File: src/design/sslw_pkg.sv
// ----------------------------------------------------------------------------
// sslw_pkg
// Shared widths, reset values and register indexes of the setpoint step
// limiter and watchdog.
// ----------------------------------------------------------------------------
package sslw_pkg;

	localparam int POS_W  = 24;
	localparam int AGE_W  = 16;
	localparam int STEP_W = 23;
	localparam int MAG_W  = POS_W;
	localparam int SQ_W   = 2 * MAG_W;
	localparam int SUM_W  = SQ_W + 2;
	localparam int ROOT_W = SUM_W / 2;
	localparam int PROD_W = MAG_W + STEP_W;
	localparam int AXES   = 3;

	localparam logic signed [POS_W-1:0] RST_X_MIN = 24'sd250000;
	localparam logic signed [POS_W-1:0] RST_X_MAX = 24'sd750000;
	localparam logic signed [POS_W-1:0] RST_Y_MIN = -24'sd450000;
	localparam logic signed [POS_W-1:0] RST_Y_MAX = 24'sd450000;
	localparam logic signed [POS_W-1:0] RST_Z_MIN = 24'sd60000;
	localparam logic signed [POS_W-1:0] RST_Z_MAX = 24'sd700000;
	localparam logic [STEP_W-1:0] RST_MAX_STEP    = 23'd250;
	localparam logic [AGE_W-1:0]  RST_STALE_LIMIT = 16'd100;
	localparam logic signed [POS_W-1:0] RST_POS_X = 24'sd450000;
	localparam logic signed [POS_W-1:0] RST_POS_Y = 24'sd0;
	localparam logic signed [POS_W-1:0] RST_POS_Z = 24'sd300000;

	typedef enum logic [2:0] {
		REG_X_MIN = 3'd0,
		REG_X_MAX = 3'd1,
		REG_Y_MIN = 3'd2,
		REG_Y_MAX = 3'd3,
		REG_Z_MIN = 3'd4,
		REG_Z_MAX = 3'd5,
		REG_MAX_STEP = 3'd6,
		REG_STALE_LIMIT = 3'd7
	} reg_idx_t;

	// Handshake between the sequencer and a serial arithmetic unit.
	typedef struct packed {
		logic start;
	} unit_req_t;

	typedef struct packed {
		logic busy;
		logic done;
	} unit_rsp_t;

endpackage

File: src/design/sslw_isqrt.sv
// ----------------------------------------------------------------------------
// sslw_isqrt
// Restoring integer square root, two radicand bits per cycle.
// ----------------------------------------------------------------------------
module sslw_isqrt
	import sslw_pkg::*;
(
	input  logic              clk,
	input  logic              arst_n,
	input  unit_req_t         req,
	input  logic [SUM_W-1:0]  radicand,
	output unit_rsp_t         rsp,
	output logic [ROOT_W-1:0] root
);

	localparam int REM_W = ROOT_W + 2;
	localparam int CNT_W = $clog2(ROOT_W + 1);

	logic [SUM_W-1:0]  rad_q;
	logic [REM_W-1:0]  rem_q;
	logic [ROOT_W-1:0] root_q;
	logic [CNT_W-1:0]  cnt_q;
	logic              busy_q;
	logic              done_q;
	logic [REM_W+1:0]  rem_n;
	logic [REM_W+1:0]  trial;

	assign rem_n = {rem_q, rad_q[SUM_W-1 -: 2]};
	assign trial = {{(REM_W + 2 - ROOT_W - 2){1'b0}}, root_q, 2'b01};

	always_ff @(posedge clk or negedge arst_n) begin
		if (!arst_n) begin
			busy_q <= 1'b0;
			done_q <= 1'b0;
			cnt_q  <= '0;
		end else begin
			done_q <= !req.start && busy_q && (cnt_q == CNT_W'(1));
			if (req.start) begin
				busy_q <= 1'b1;
				cnt_q  <= CNT_W'(ROOT_W);
			end else if (busy_q) begin
				cnt_q <= cnt_q - 1'b1;
				if (cnt_q == CNT_W'(1)) begin
					busy_q <= 1'b0;
				end
			end
		end
	end

	always_ff @(posedge clk) begin
		if (req.start) begin
			rad_q  <= radicand;
			rem_q  <= '0;
			root_q <= '0;
		end else if (busy_q) begin
			rad_q <= rad_q << 2;
			if (rem_n >= trial) begin
				rem_q  <= REM_W'(rem_n - trial);
				root_q <= {root_q[ROOT_W-2:0], 1'b1};
			end else begin
				rem_q  <= rem_n[REM_W-1:0];
				root_q <= {root_q[ROOT_W-2:0], 1'b0};
			end
		end
	end

	assign rsp.busy = busy_q;
	assign rsp.done = done_q;
	assign root     = root_q;

endmodule

File: src/design/sslw_div.sv
// ----------------------------------------------------------------------------
// sslw_div
// Restoring unsigned divider, one quotient bit per cycle.
// ----------------------------------------------------------------------------
module sslw_div
	import sslw_pkg::*;
(
	input  logic              clk,
	input  logic              arst_n,
	input  unit_req_t         req,
	input  logic [PROD_W-1:0] dividend,
	input  logic [ROOT_W-1:0] divisor,
	output unit_rsp_t         rsp,
	output logic [MAG_W-1:0]  quotient
);

	localparam int CNT_W = $clog2(PROD_W + 1);

	logic [PROD_W-1:0] quo_q;
	logic [ROOT_W-1:0] rem_q;
	logic [CNT_W-1:0]  cnt_q;
	logic              busy_q;
	logic              done_q;
	logic [ROOT_W:0]   rem_n;

	assign rem_n = {rem_q, quo_q[PROD_W-1]};

	always_ff @(posedge clk or negedge arst_n) begin
		if (!arst_n) begin
			busy_q <= 1'b0;
			done_q <= 1'b0;
			cnt_q  <= '0;
		end else begin
			done_q <= !req.start && busy_q && (cnt_q == CNT_W'(1));
			if (req.start) begin
				busy_q <= 1'b1;
				cnt_q  <= CNT_W'(PROD_W);
			end else if (busy_q) begin
				cnt_q <= cnt_q - 1'b1;
				if (cnt_q == CNT_W'(1)) begin
					busy_q <= 1'b0;
				end
			end
		end
	end

	// The dividend shifts out at the top while quotient bits enter below.
	always_ff @(posedge clk) begin
		if (req.start) begin
			quo_q <= dividend;
			rem_q <= '0;
		end else if (busy_q) begin
			if (rem_n >= {1'b0, divisor}) begin
				rem_q <= ROOT_W'(rem_n - {1'b0, divisor});
				quo_q <= {quo_q[PROD_W-2:0], 1'b1};
			end else begin
				rem_q <= rem_n[ROOT_W-1:0];
				quo_q <= {quo_q[PROD_W-2:0], 1'b0};
			end
		end
	end

	assign rsp.busy = busy_q;
	assign rsp.done = done_q;
	assign quotient = quo_q[MAG_W-1:0];

endmodule

File: src/design/setpoint_step_limiter_watchdog_core.sv
// ----------------------------------------------------------------------------
// setpoint_step_limiter_watchdog_core
// Holds an XYZ setpoint, watches its age, clamps the target into a box and
// limits the Euclidean step from the last command per control tick.
// ----------------------------------------------------------------------------
//
// Channel   | Direction | Payload
// ----------+-----------+----------------------------------------------------
// s_axis    | in        | tdata: target_x, target_y, target_z; tuser: flags
// m_axis    | out       | tdata: cmd_x, cmd_y, cmd_z; tuser: stale
// APB       | in        | eight configuration registers at 4*index
//
// A seed item holds the input through accept and store. Any other item
// holds it through accept, clamp, six passes through one shared 24x24
// multiplier, a bit-serial square root at two radicand bits per cycle
// and, when the step must be cut, three parallel bit-serial dividers at
// one quotient bit per cycle, and then the store.
// Reset is asynchronous and active low; it restores the registers, held
// setpoint, last command and age. A new item is taken while a finished
// result still waits on m_axis; only the final store waits for that slot.
// ----------------------------------------------------------------------------
module setpoint_step_limiter_watchdog_core
	import sslw_pkg::*;
(
	input  logic        clk,
	input  logic        arst_n,
	// APB configuration port
	input  logic        psel,
	input  logic        penable,
	input  logic        pwrite,
	input  logic [4:0]  paddr,
	input  logic [31:0] pwdata,
	output logic [31:0] prdata,
	output logic        pready,
	// Input items
	input  logic        s_axis_tvalid,
	output logic        s_axis_tready,
	input  logic [71:0] s_axis_tdata,  // target_x [23:0], target_y [47:24], target_z [71:48]
	input  logic [1:0]  s_axis_tuser,  // has_setpoint [0], seed [1]
	// Result items
	output logic        m_axis_tvalid,
	input  logic        m_axis_tready,
	output logic [71:0] m_axis_tdata,  // cmd_x [23:0], cmd_y [47:24], cmd_z [71:48]
	output logic [0:0]  m_axis_tuser   // stale [0]
);

	typedef enum logic [2:0] {
		ST_IDLE,
		ST_CLAMP,
		ST_MUL,
		ST_SQRT,
		ST_DIV,
		ST_FIN
	} state_t;

	typedef logic signed [POS_W-1:0] pos_t;

	state_t state_q;

	// Configuration registers.
	pos_t              box_lo_q [AXES];
	pos_t              box_hi_q [AXES];
	logic [STEP_W-1:0] max_step_q;
	logic [AGE_W-1:0]  stale_limit_q;

	// Controller state kept across items.
	pos_t             held_q [AXES];
	pos_t             last_q [AXES];
	logic [AGE_W-1:0] age_q;

	// Per-item working registers.
	pos_t              tgt_q  [AXES];
	logic              dneg_q [AXES];
	logic [MAG_W-1:0]  mag_q  [AXES];
	logic [PROD_W-1:0] prod_q [AXES];
	logic [SUM_W-1:0]  sum_q;
	logic [SQ_W-1:0]   mul_q;
	logic [2:0]        mcnt_q;
	logic              stale_q;

	logic              out_valid_q;
	logic [71:0]       out_data_q;
	logic              out_stale_q;

	unit_req_t         sq_req;
	unit_rsp_t         sq_rsp;
	logic [ROOT_W-1:0] root;
	unit_req_t         dv_req;
	unit_rsp_t         dv_rsp [AXES];
	logic [MAG_W-1:0]  quo [AXES];
	logic              sq_start_q;
	logic              dv_start_q;

	logic              cfg_wr;
	logic [2:0]        cfg_idx;
	logic              in_acc;
	logic              out_free;
	logic              out_load;
	logic              stale_c;
	pos_t              in_tgt [AXES];
	pos_t              clamp_c [AXES];
	logic signed [POS_W:0] diff_c [AXES];
	logic [1:0]        msel;
	logic [MAG_W-1:0]  mul_a;
	logic [MAG_W-1:0]  mul_b;

	assign pready  = 1'b1;
	assign cfg_wr  = psel & penable & pwrite;
	assign cfg_idx = paddr[4:2];

	always_comb begin
		unique case (reg_idx_t'(cfg_idx))
			REG_X_MIN:       prdata = 32'(box_lo_q[0]);
			REG_X_MAX:       prdata = 32'(box_hi_q[0]);
			REG_Y_MIN:       prdata = 32'(box_lo_q[1]);
			REG_Y_MAX:       prdata = 32'(box_hi_q[1]);
			REG_Z_MIN:       prdata = 32'(box_lo_q[2]);
			REG_Z_MAX:       prdata = 32'(box_hi_q[2]);
			REG_MAX_STEP:    prdata = {9'd0, max_step_q};
			REG_STALE_LIMIT: prdata = {16'd0, stale_limit_q};
			default:         prdata = '0;
		endcase
	end

	assign s_axis_tready = (state_q == ST_IDLE);
	assign in_acc        = s_axis_tvalid & s_axis_tready;
	assign out_free      = !out_valid_q || m_axis_tready;
	assign out_load      = (state_q == ST_FIN) && out_free;
	assign m_axis_tvalid = out_valid_q;
	assign m_axis_tdata  = out_data_q;
	assign m_axis_tuser  = out_stale_q;

	// The age is already updated when the clamp stage runs.
	assign stale_c = age_q > stale_limit_q;

	// Clamp lanes: raise to the minimum first, then lower to the maximum, so
	// an inverted box yields its maximum.
	always_comb begin
		for (int i = 0; i < AXES; i++) begin
			in_tgt[i]  = pos_t'(s_axis_tdata[i*POS_W +: POS_W]);
			clamp_c[i] = stale_c ? last_q[i] : held_q[i];
			if (clamp_c[i] < box_lo_q[i]) clamp_c[i] = box_lo_q[i];
			if (clamp_c[i] > box_hi_q[i]) clamp_c[i] = box_hi_q[i];
			diff_c[i]  = (POS_W+1)'(clamp_c[i]) - (POS_W+1)'(last_q[i]);
		end
	end

	// Shared multiplier: passes 0-2 square the deltas, passes 3-5 scale them
	// by the step cap.
	always_comb begin
		msel = (mcnt_q < 3'd3) ? mcnt_q[1:0] : 2'(mcnt_q - 3'd3);
		unique case (msel)
			2'd0:    mul_a = mag_q[0];
			2'd1:    mul_a = mag_q[1];
			default: mul_a = mag_q[2];
		endcase
		mul_b = (mcnt_q < 3'd3) ? mul_a : MAG_W'(max_step_q);
	end

	assign sq_req.start = sq_start_q;
	assign dv_req.start = dv_start_q;

	sslw_isqrt u_isqrt (
		.clk      (clk),
		.arst_n   (arst_n),
		.req      (sq_req),
		.radicand (sum_q),
		.rsp      (sq_rsp),
		.root     (root)
	);

	for (genvar g = 0; g < AXES; g++) begin : g_div
		sslw_div u_div (
			.clk      (clk),
			.arst_n   (arst_n),
			.req      (dv_req),
			.dividend (prod_q[g]),
			.divisor  (root),
			.rsp      (dv_rsp[g]),
			.quotient (quo[g])
		);
	end

	always_ff @(posedge clk or negedge arst_n) begin
		if (!arst_n) begin
			state_q       <= ST_IDLE;
			box_lo_q[0]   <= RST_X_MIN;
			box_hi_q[0]   <= RST_X_MAX;
			box_lo_q[1]   <= RST_Y_MIN;
			box_hi_q[1]   <= RST_Y_MAX;
			box_lo_q[2]   <= RST_Z_MIN;
			box_hi_q[2]   <= RST_Z_MAX;
			max_step_q    <= RST_MAX_STEP;
			stale_limit_q <= RST_STALE_LIMIT;
			held_q[0]     <= RST_POS_X;
			held_q[1]     <= RST_POS_Y;
			held_q[2]     <= RST_POS_Z;
			last_q[0]     <= RST_POS_X;
			last_q[1]     <= RST_POS_Y;
			last_q[2]     <= RST_POS_Z;
			age_q         <= '0;
			mcnt_q        <= '0;
			sq_start_q    <= 1'b0;
			dv_start_q    <= 1'b0;
			out_valid_q   <= 1'b0;
		end else begin
			// Single-cycle start pulses for the root unit and the dividers.
			sq_start_q <= (state_q == ST_MUL) && (mcnt_q == 3'd6);
			dv_start_q <= (state_q == ST_SQRT) && sq_rsp.done &&
			              (root > ROOT_W'(max_step_q));
			if (out_load) out_valid_q <= 1'b1;
			else if (m_axis_tready) out_valid_q <= 1'b0;

			if (cfg_wr) begin
				unique case (reg_idx_t'(cfg_idx))
					REG_X_MIN:       box_lo_q[0]   <= pos_t'(pwdata[POS_W-1:0]);
					REG_X_MAX:       box_hi_q[0]   <= pos_t'(pwdata[POS_W-1:0]);
					REG_Y_MIN:       box_lo_q[1]   <= pos_t'(pwdata[POS_W-1:0]);
					REG_Y_MAX:       box_hi_q[1]   <= pos_t'(pwdata[POS_W-1:0]);
					REG_Z_MIN:       box_lo_q[2]   <= pos_t'(pwdata[POS_W-1:0]);
					REG_Z_MAX:       box_hi_q[2]   <= pos_t'(pwdata[POS_W-1:0]);
					REG_MAX_STEP:    max_step_q    <= pwdata[STEP_W-1:0];
					REG_STALE_LIMIT: stale_limit_q <= pwdata[AGE_W-1:0];
					default:         ;
				endcase
			end

			unique case (state_q)
				ST_IDLE: begin
					if (in_acc) begin
						if (s_axis_tuser[1]) begin
							// Seed: load without limiting.
							for (int i = 0; i < AXES; i++) begin
								held_q[i] <= in_tgt[i];
								last_q[i] <= in_tgt[i];
								tgt_q[i]  <= in_tgt[i];
							end
							age_q   <= '0;
							stale_q <= 1'b0;
							state_q <= ST_FIN;
						end else begin
							if (s_axis_tuser[0]) begin
								for (int i = 0; i < AXES; i++) held_q[i] <= in_tgt[i];
								age_q <= '0;
							end else if (age_q != '1) begin
								age_q <= age_q + 1'b1;
							end
							state_q <= ST_CLAMP;
						end
					end
				end
				ST_CLAMP: begin
					stale_q <= stale_c;
					for (int i = 0; i < AXES; i++) begin
						tgt_q[i]  <= clamp_c[i];
						dneg_q[i] <= diff_c[i][POS_W];
						mag_q[i]  <= diff_c[i][POS_W] ? MAG_W'(-diff_c[i])
						                              : MAG_W'(diff_c[i]);
					end
					sum_q   <= '0;
					mcnt_q  <= '0;
					state_q <= ST_MUL;
				end
				ST_MUL: begin
					mul_q  <= mul_a * mul_b;
					mcnt_q <= mcnt_q + 1'b1;
					if (mcnt_q != 3'd0) begin
						unique case (mcnt_q)
							3'd1, 3'd2, 3'd3: sum_q <= sum_q + SUM_W'(mul_q);
							3'd4:             prod_q[0] <= mul_q[PROD_W-1:0];
							3'd5:             prod_q[1] <= mul_q[PROD_W-1:0];
							default:          prod_q[2] <= mul_q[PROD_W-1:0];
						endcase
					end
					if (mcnt_q == 3'd6) begin
						state_q <= ST_SQRT;
					end
				end
				ST_SQRT: begin
					if (sq_rsp.done) begin
						if (root > ROOT_W'(max_step_q)) begin
							state_q <= ST_DIV;
						end else begin
							state_q <= ST_FIN;
						end
					end
				end
				ST_DIV: begin
					if (dv_rsp[0].done) begin
						for (int i = 0; i < AXES; i++) begin
							tgt_q[i] <= dneg_q[i] ? last_q[i] - pos_t'(quo[i])
							                      : last_q[i] + pos_t'(quo[i]);
						end
						state_q <= ST_FIN;
					end
				end
				ST_FIN: begin
					if (out_free) begin
						for (int i = 0; i < AXES; i++) begin
							last_q[i] <= tgt_q[i];
							out_data_q[i*POS_W +: POS_W] <= tgt_q[i];
						end
						out_stale_q <= stale_q;
						state_q     <= ST_IDLE;
					end
				end
				default: state_q <= ST_IDLE;
			endcase
		end
	end

	// An accepted item closes the input until its result is stored.
	a_one_item: assert property (@(posedge clk) disable iff (!arst_n)
		in_acc |=> !s_axis_tready)
		else $error("second item accepted while one is in work");

	// The dividers are only started when the step exceeds the cap.
	a_div_cut: assert property (@(posedge clk) disable iff (!arst_n)
		dv_start_q |-> (root > ROOT_W'(max_step_q)))
		else $error("step scaling started below the cap");

	// The root unit and the dividers never run together.
	a_units_excl: assert property (@(posedge clk) disable iff (!arst_n)
		!(sq_rsp.busy && dv_rsp[0].busy))
		else $error("root and divide units overlap");

	// A result is stored only into a free output slot.
	a_out_slot: assert property (@(posedge clk) disable iff (!arst_n)
		(state_q == ST_FIN && out_free) |=> out_valid_q)
		else $error("finished result not presented");

endmodule

File: config.mk
export PLATFORM = sky130hd
export DESIGN_NAME = setpoint_step_limiter_watchdog_core
export DESIGN_NICKNAME = d
export VERILOG_FILES = /design/src/design/sslw_pkg.sv /design/src/design/sslw_isqrt.sv /design/src/design/sslw_div.sv /design/src/design/setpoint_step_limiter_watchdog_core.sv
export SDC_FILE = /design/constraint.sdc
export NUM_CORES = 2
export LEC_CHECK = 0
export ABC_AREA = 1
export BUFFER_PORTS_ARGS = -buffer_cell sky130_fd_sc_hd__clkbuf_2
export CAP_MARGIN = 20
export CORE_UTILIZATION = 50
export CTS_BUF_LIST = sky130_fd_sc_hd__clkbuf_8
export CTS_CLUSTER_SIZE = 28
export DETAILED_ROUTE_END_ITERATION = 6
export PLACE_DENSITY = 0.73
export REMOVE_ABC_BUFFERS = 1
export SYNTH_ARGS = -nofsm -noshare
export SYNTH_HDL_FRONTEND = slang
export SYNTH_HIERARCHICAL = 1
export SYNTH_SLANG_ARGS = --single-unit
File: constraint.sdc
create_clock -name clk -period 9.15 [get_ports clk]
set_input_delay 1.83 -clock clk [delete_from_list [all_inputs] [get_ports clk]]
set_output_delay 1.83 -clock clk [all_outputs]
set_load 0.01 [all_outputs]
Word level (Yosys, flattened, before mapping)
Memory sizes are Yosys's and may differ from the RTL's.
Index checks and enable logic that the tools add are counted.

word-level totals
  register bits after elaboration = 871
  memories kept = 4
  output and inout port bits = 108
  RAM bits = 288

memory list
  memory  words  width  rd ports  clocked after Yosys merged registers in  wr ports  line                                       RTL
  prod_q  3      47     3         0                                        1         setpoint_step_limiter_watchdog_core.sv:75  logic [PROD_W-1:0] prod_q [AXES];
  mag_q   3      24     3         0                                        3         setpoint_step_limiter_watchdog_core.sv:74  logic [MAG_W-1:0] mag_q [AXES];
  tgt_q   3      24     3         0                                        3         setpoint_step_limiter_watchdog_core.sv:72  pos_t tgt_q [AXES];
  dneg_q  3      1      3         0                                        3         setpoint_step_limiter_watchdog_core.sv:73  logic dneg_q [AXES];

operators by class
  reductions and logical operators = 52
  $lt $le $gt $ge = 13
  mux-type cells = 114
  equality and inequality tests = 32
  $mul = 1
  bitwise operators = 9
  add/sub/neg operators = 24

operator list
  cell                                          count
  2-to-1 mux 24 bit                             22
  2-to-1 mux 47 bit                             8
  2-to-1 mux 72 bit                             5
  case mux 32 bit (8 select lines)              1
  2-to-1 mux 50 bit                             4
  case mux 72 bit (2 select lines)              1
  case mux 50 bit (2 select lines)              1
  OR reduction 47 bit                           2
  greater-or-equal comparator 26 x 25 -> 1 bit  3
  2-to-1 mux 25 bit                             3
  subtractor 24 x 24 -> 25 bit                  3
  subtractor 25 bit                             3
  adder 24 bit                                  3
  > comparator 24 bit                           3
  less-than comparator 24 bit                   3
  negation 24 bit                               3
  subtractor 24 bit                             3
  adder 50 x 48 -> 50 bit                       1
  multiplier 24 x 24 -> 48 bit                  1
  2-to-1 mux 16 bit                             3
  case mux 24 bit (2 select lines)              1
  2-to-1 mux 1 bit                              44
  2-to-1 mux 6 bit                              6
  greater-or-equal comparator 29 x 27 -> 1 bit  1
  40 further kinds                              117

Longest topological paths before layout
  depth after elaboration = 9
  depth in mapped cells = 67
  gate-level depth less buffers = 63

By module
The synthesis kept the hierarchy.

modules (own cells, without submodules)
  module                               cells an instance  area an instance (um2)  times used  sequential area each (um2)
  setpoint_step_limiter_watchdog_core  8148               69873.3                 1           22748.1
  sslw_div                             885                5813.1                  3           2112.0
  sslw_isqrt                           905                6407.4                  1           2717.6

Worst setup path after synthesis
No wires, ideal clock.

  path kind = reg2reg
  from = reg mcnt_q[0]
  to = reg mul_q[44] (data pin)
  slack = 1062 ps
  stages on the path, launching flop included = 37
  buffers on the path = 2
  period minus slack after synthesis = 8088 ps
  setup time = 264 ps
  arrival = 7825 ps
  cell sequence = dfrtp_1 inv_1 ha_1 inv_1 a21oi_4 inv_2 nand2_1 inv_2 buf_4 a221oi_4 o21ai_1 inv_2 buf_2 nand2_1 fa_1 inv_1 fa_1 fa_1 inv_1 fa_1 fa_1 inv_1 fa_1 fa_1 ha_1 nand2_1 nor2_1 nand4_1 nor2_1 nor2_1 o21ai_1 a21boi_0 o21ai_1 nand2_1 o21ai_1 a31oi_1 xor2_1

between the ends
  cells in the longest elaborated chain, start to end = 6
  elaborated cells on any way between the ends = 8
  those cells by class = 1 x add/sub; 1 x mul; 1 x order compare; 1 x eq/ne; 3 x mux; 1 x reduce/logical

RTL lines
  item                                                                            line                                                                                    RTL
  start: declaration                                                              setpoint_step_limiter_watchdog_core.sv:78                                               logic [2:0] mcnt_q;
  start signal: assignment                                                        setpoint_step_limiter_watchdog_core.sv:266                                              mcnt_q <= mcnt_q + 1'b1;
  less-than comparator 3 x 2 -> 1 bit / subtractor 2 bit (equally long branches)  setpoint_step_limiter_watchdog_core.sv:151, setpoint_step_limiter_watchdog_core.sv:157
  2-to-1 mux 2 bit                                                                setpoint_step_limiter_watchdog_core.sv:151                                              msel = (mcnt_q < 3'd3) ? mcnt_q[1:0] : 2'(mcnt_q - 3'd3);
  == test 2 x 1 -> 1 bit / logical NOT 2 bit (equally long branches)              setpoint_step_limiter_watchdog_core.sv:152                                              unique case (msel)
  case mux 24 bit (2 select lines)                                                setpoint_step_limiter_watchdog_core.sv:152
  2-to-1 mux 24 bit                                                               setpoint_step_limiter_watchdog_core.sv:157                                              mul_b = (mcnt_q < 3'd3) ? mul_a : MAG_W'(max_step_q);
  multiplier 24 x 24 -> 48 bit (*)                                                setpoint_step_limiter_watchdog_core.sv:265                                              mul_q <= mul_a * mul_b;
  end signal: assignment                                                          setpoint_step_limiter_watchdog_core.sv:265
  end: declaration                                                                setpoint_step_limiter_watchdog_core.sv:77                                               logic [SQ_W-1:0] mul_q;

Every way passes the cells marked *; elsewhere a longest branch is shown, timed or not.
A chain may end at the register's enable or synchronous reset.

Worst setup path in the final report
  from = reg mcnt_q[1]
  to = reg mul_q[47] (data pin)

The elaborated chain is that of the path after synthesis.

==> metrics.txt <==
Iter 0 DRT Violations 7756; DRT Wirelength 320000 µm; dpl cell area 0.101 mm²; Die W 435 µm; syn avg cell area 8.00 µm²; global route overflow 0; Clk pin slew, worst setup/hold paths 0.06 ns; Filler cells 16860; Setup TNS 0 ns; commonest non-fill, non-tap cell in the layout nand2_1; fin cells 14996; worst hold path type reg2reg; gr usage total 33.4%; min Tclk post-route 8.89 ns; Clock Sinks 1159; final hold vios 0; hold buffer count at CTS 0; Initial Util 50.4%; crit path capture type register; Avg Vias per Cell 5.52; CTS root buf clkbuf_8; post-DP HPWL 249000 µm; dpl cells 14590; final period utilization 97.2%; slowest CP cell fa_1; Post-Syn Area 0.0936 mm²; worst clock skew 0.0986 ns; failing checks DRC; Synth-to-Final Area Change 13.1%; Ys Warns 6; commonest non-fill, non-tap cells in the layout nand2_1, inv_1, nor2_1; crit path max fanout 13; Slew @ Worst Pin 1.22 ns; Max Cap Violations 0; vias in the first global route 81446; Req. time, crit path 9.81 ns; via count 82776; Worst EP arrival 9.55 ns; Final Net Count 13615; post-route ant nets 0; critical path's largest stage delay 0.58 ns; largest net degree at the start of global routing 165; row count 158; GP Congestion 1.02; worst rel slew slack 18.0%; Cells after Synth 11698; biggest regs g_div.u_div/quo_q (141), prod_q (141), g_div.u_div/rem_q (75); Clk Latency, worst-skew pair 1.01 ns; io pins 226; Final setup viols 0; cts bufs inserted 194; first-pass GRT wire length 482000 µm; die height 435 µm; drt wl/cell 21.4 µm; core area 0.186 mm²; RSZ-0062 raised after global routing true; Startpoint Class register; die area 0.189 mm²; fmax 112 MHz; CTS Buffer Depth 3; Remaining DRCs 2; Slew Limit Fails 0; Crit Path Class reg2reg; outcome complete, but fails checks; I/O Buffers 214; initial antenna violation count 10; H-tree levels 4; drt first pass iters 7; CTS tree built; share of cells above drive strength 1 13.8%; Final Cell Area 0.106 mm²
==> stage by stage <==
step	utilization [%]	worst slack [ns]	hold slack, ns
after floorplan	-	-1.35	0.400
after global placement	54.2	0.375	0.420
after detailed placement	54.2	0.159	0.426
after CTS	56.5	0.0677	0.402
after global routing	57.0	-0.0477	0.402
final	57.0	0.259	0.398
==> per-layer routing <==
| layer | part of all wire, % | global-route usage, % | wire, µm |
|---|---|---|---|
| met3 | 8.1 | 6.14 | 25900 |
| met4 | 7.7 | 22.0 | 24600 |
| met1 | 39 | 41.5 | 125000 |
| met2 | 45 | 53.2 | 145000 |
| met5 | 0.020 | 0 | 65 |
==> cell type report <==
class,count,area [µm²],share of cell area [%]
multi-input combinational,8157,52900,50.0
sequential,1159,31800,30.0
inverter,1950,7330,6.92
timing repair buffer,878,6480,6.12
tap,2480,3100,2.93
clock buffer,219,3010,2.85
clock inverter,149,1260,1.19
antenna,4,10.0,0.00945
==> worst paths after layout <==
kind / slack [ns] / end / depth (start not counted) / start
min in group asynchronous: 0.69 / m_axis_tvalid / 1 / arst_n
worst max-delay path: 0.26 / mul_q[47] / 36 / mcnt_q[1]
worst min-delay path: 0.40 / m_axis_tuser / 0 / stale_q
worst min register to register: 0.40 / m_axis_tuser / 0 / stale_q
worst max register to register: 0.26 / mul_q[47] / 36 / mcnt_q[1]
max in group asynchronous: 6.48 / g_div[0].u_div/cnt_q[0] / 3 / arst_n
==> critical path, delay by kind of cell (launching register included) <==
| kind | cells | cell delay [ns] |
|---|---|---|
| compound gates | 9 | 1.72 |
| fa+ha+maj | 9 | 4.30 |
| buf+inv | 10 | 1.22 |
| xor+xnor | 1 | 0.16 |
| flops | 1 | 0.41 |
| simple gates | 7 | 0.74 |
==> what timing repair did <==
action	in CTS	in global routing
endpoints found under the setup margin	0	88
resized for setup	0	144
hold endpoints to repair	0	0
setup buffers	0	27
Power is left out: the tool's default activity adds up to more than one toggle a clock period on the data nets, which glitch-free logic cannot reach.
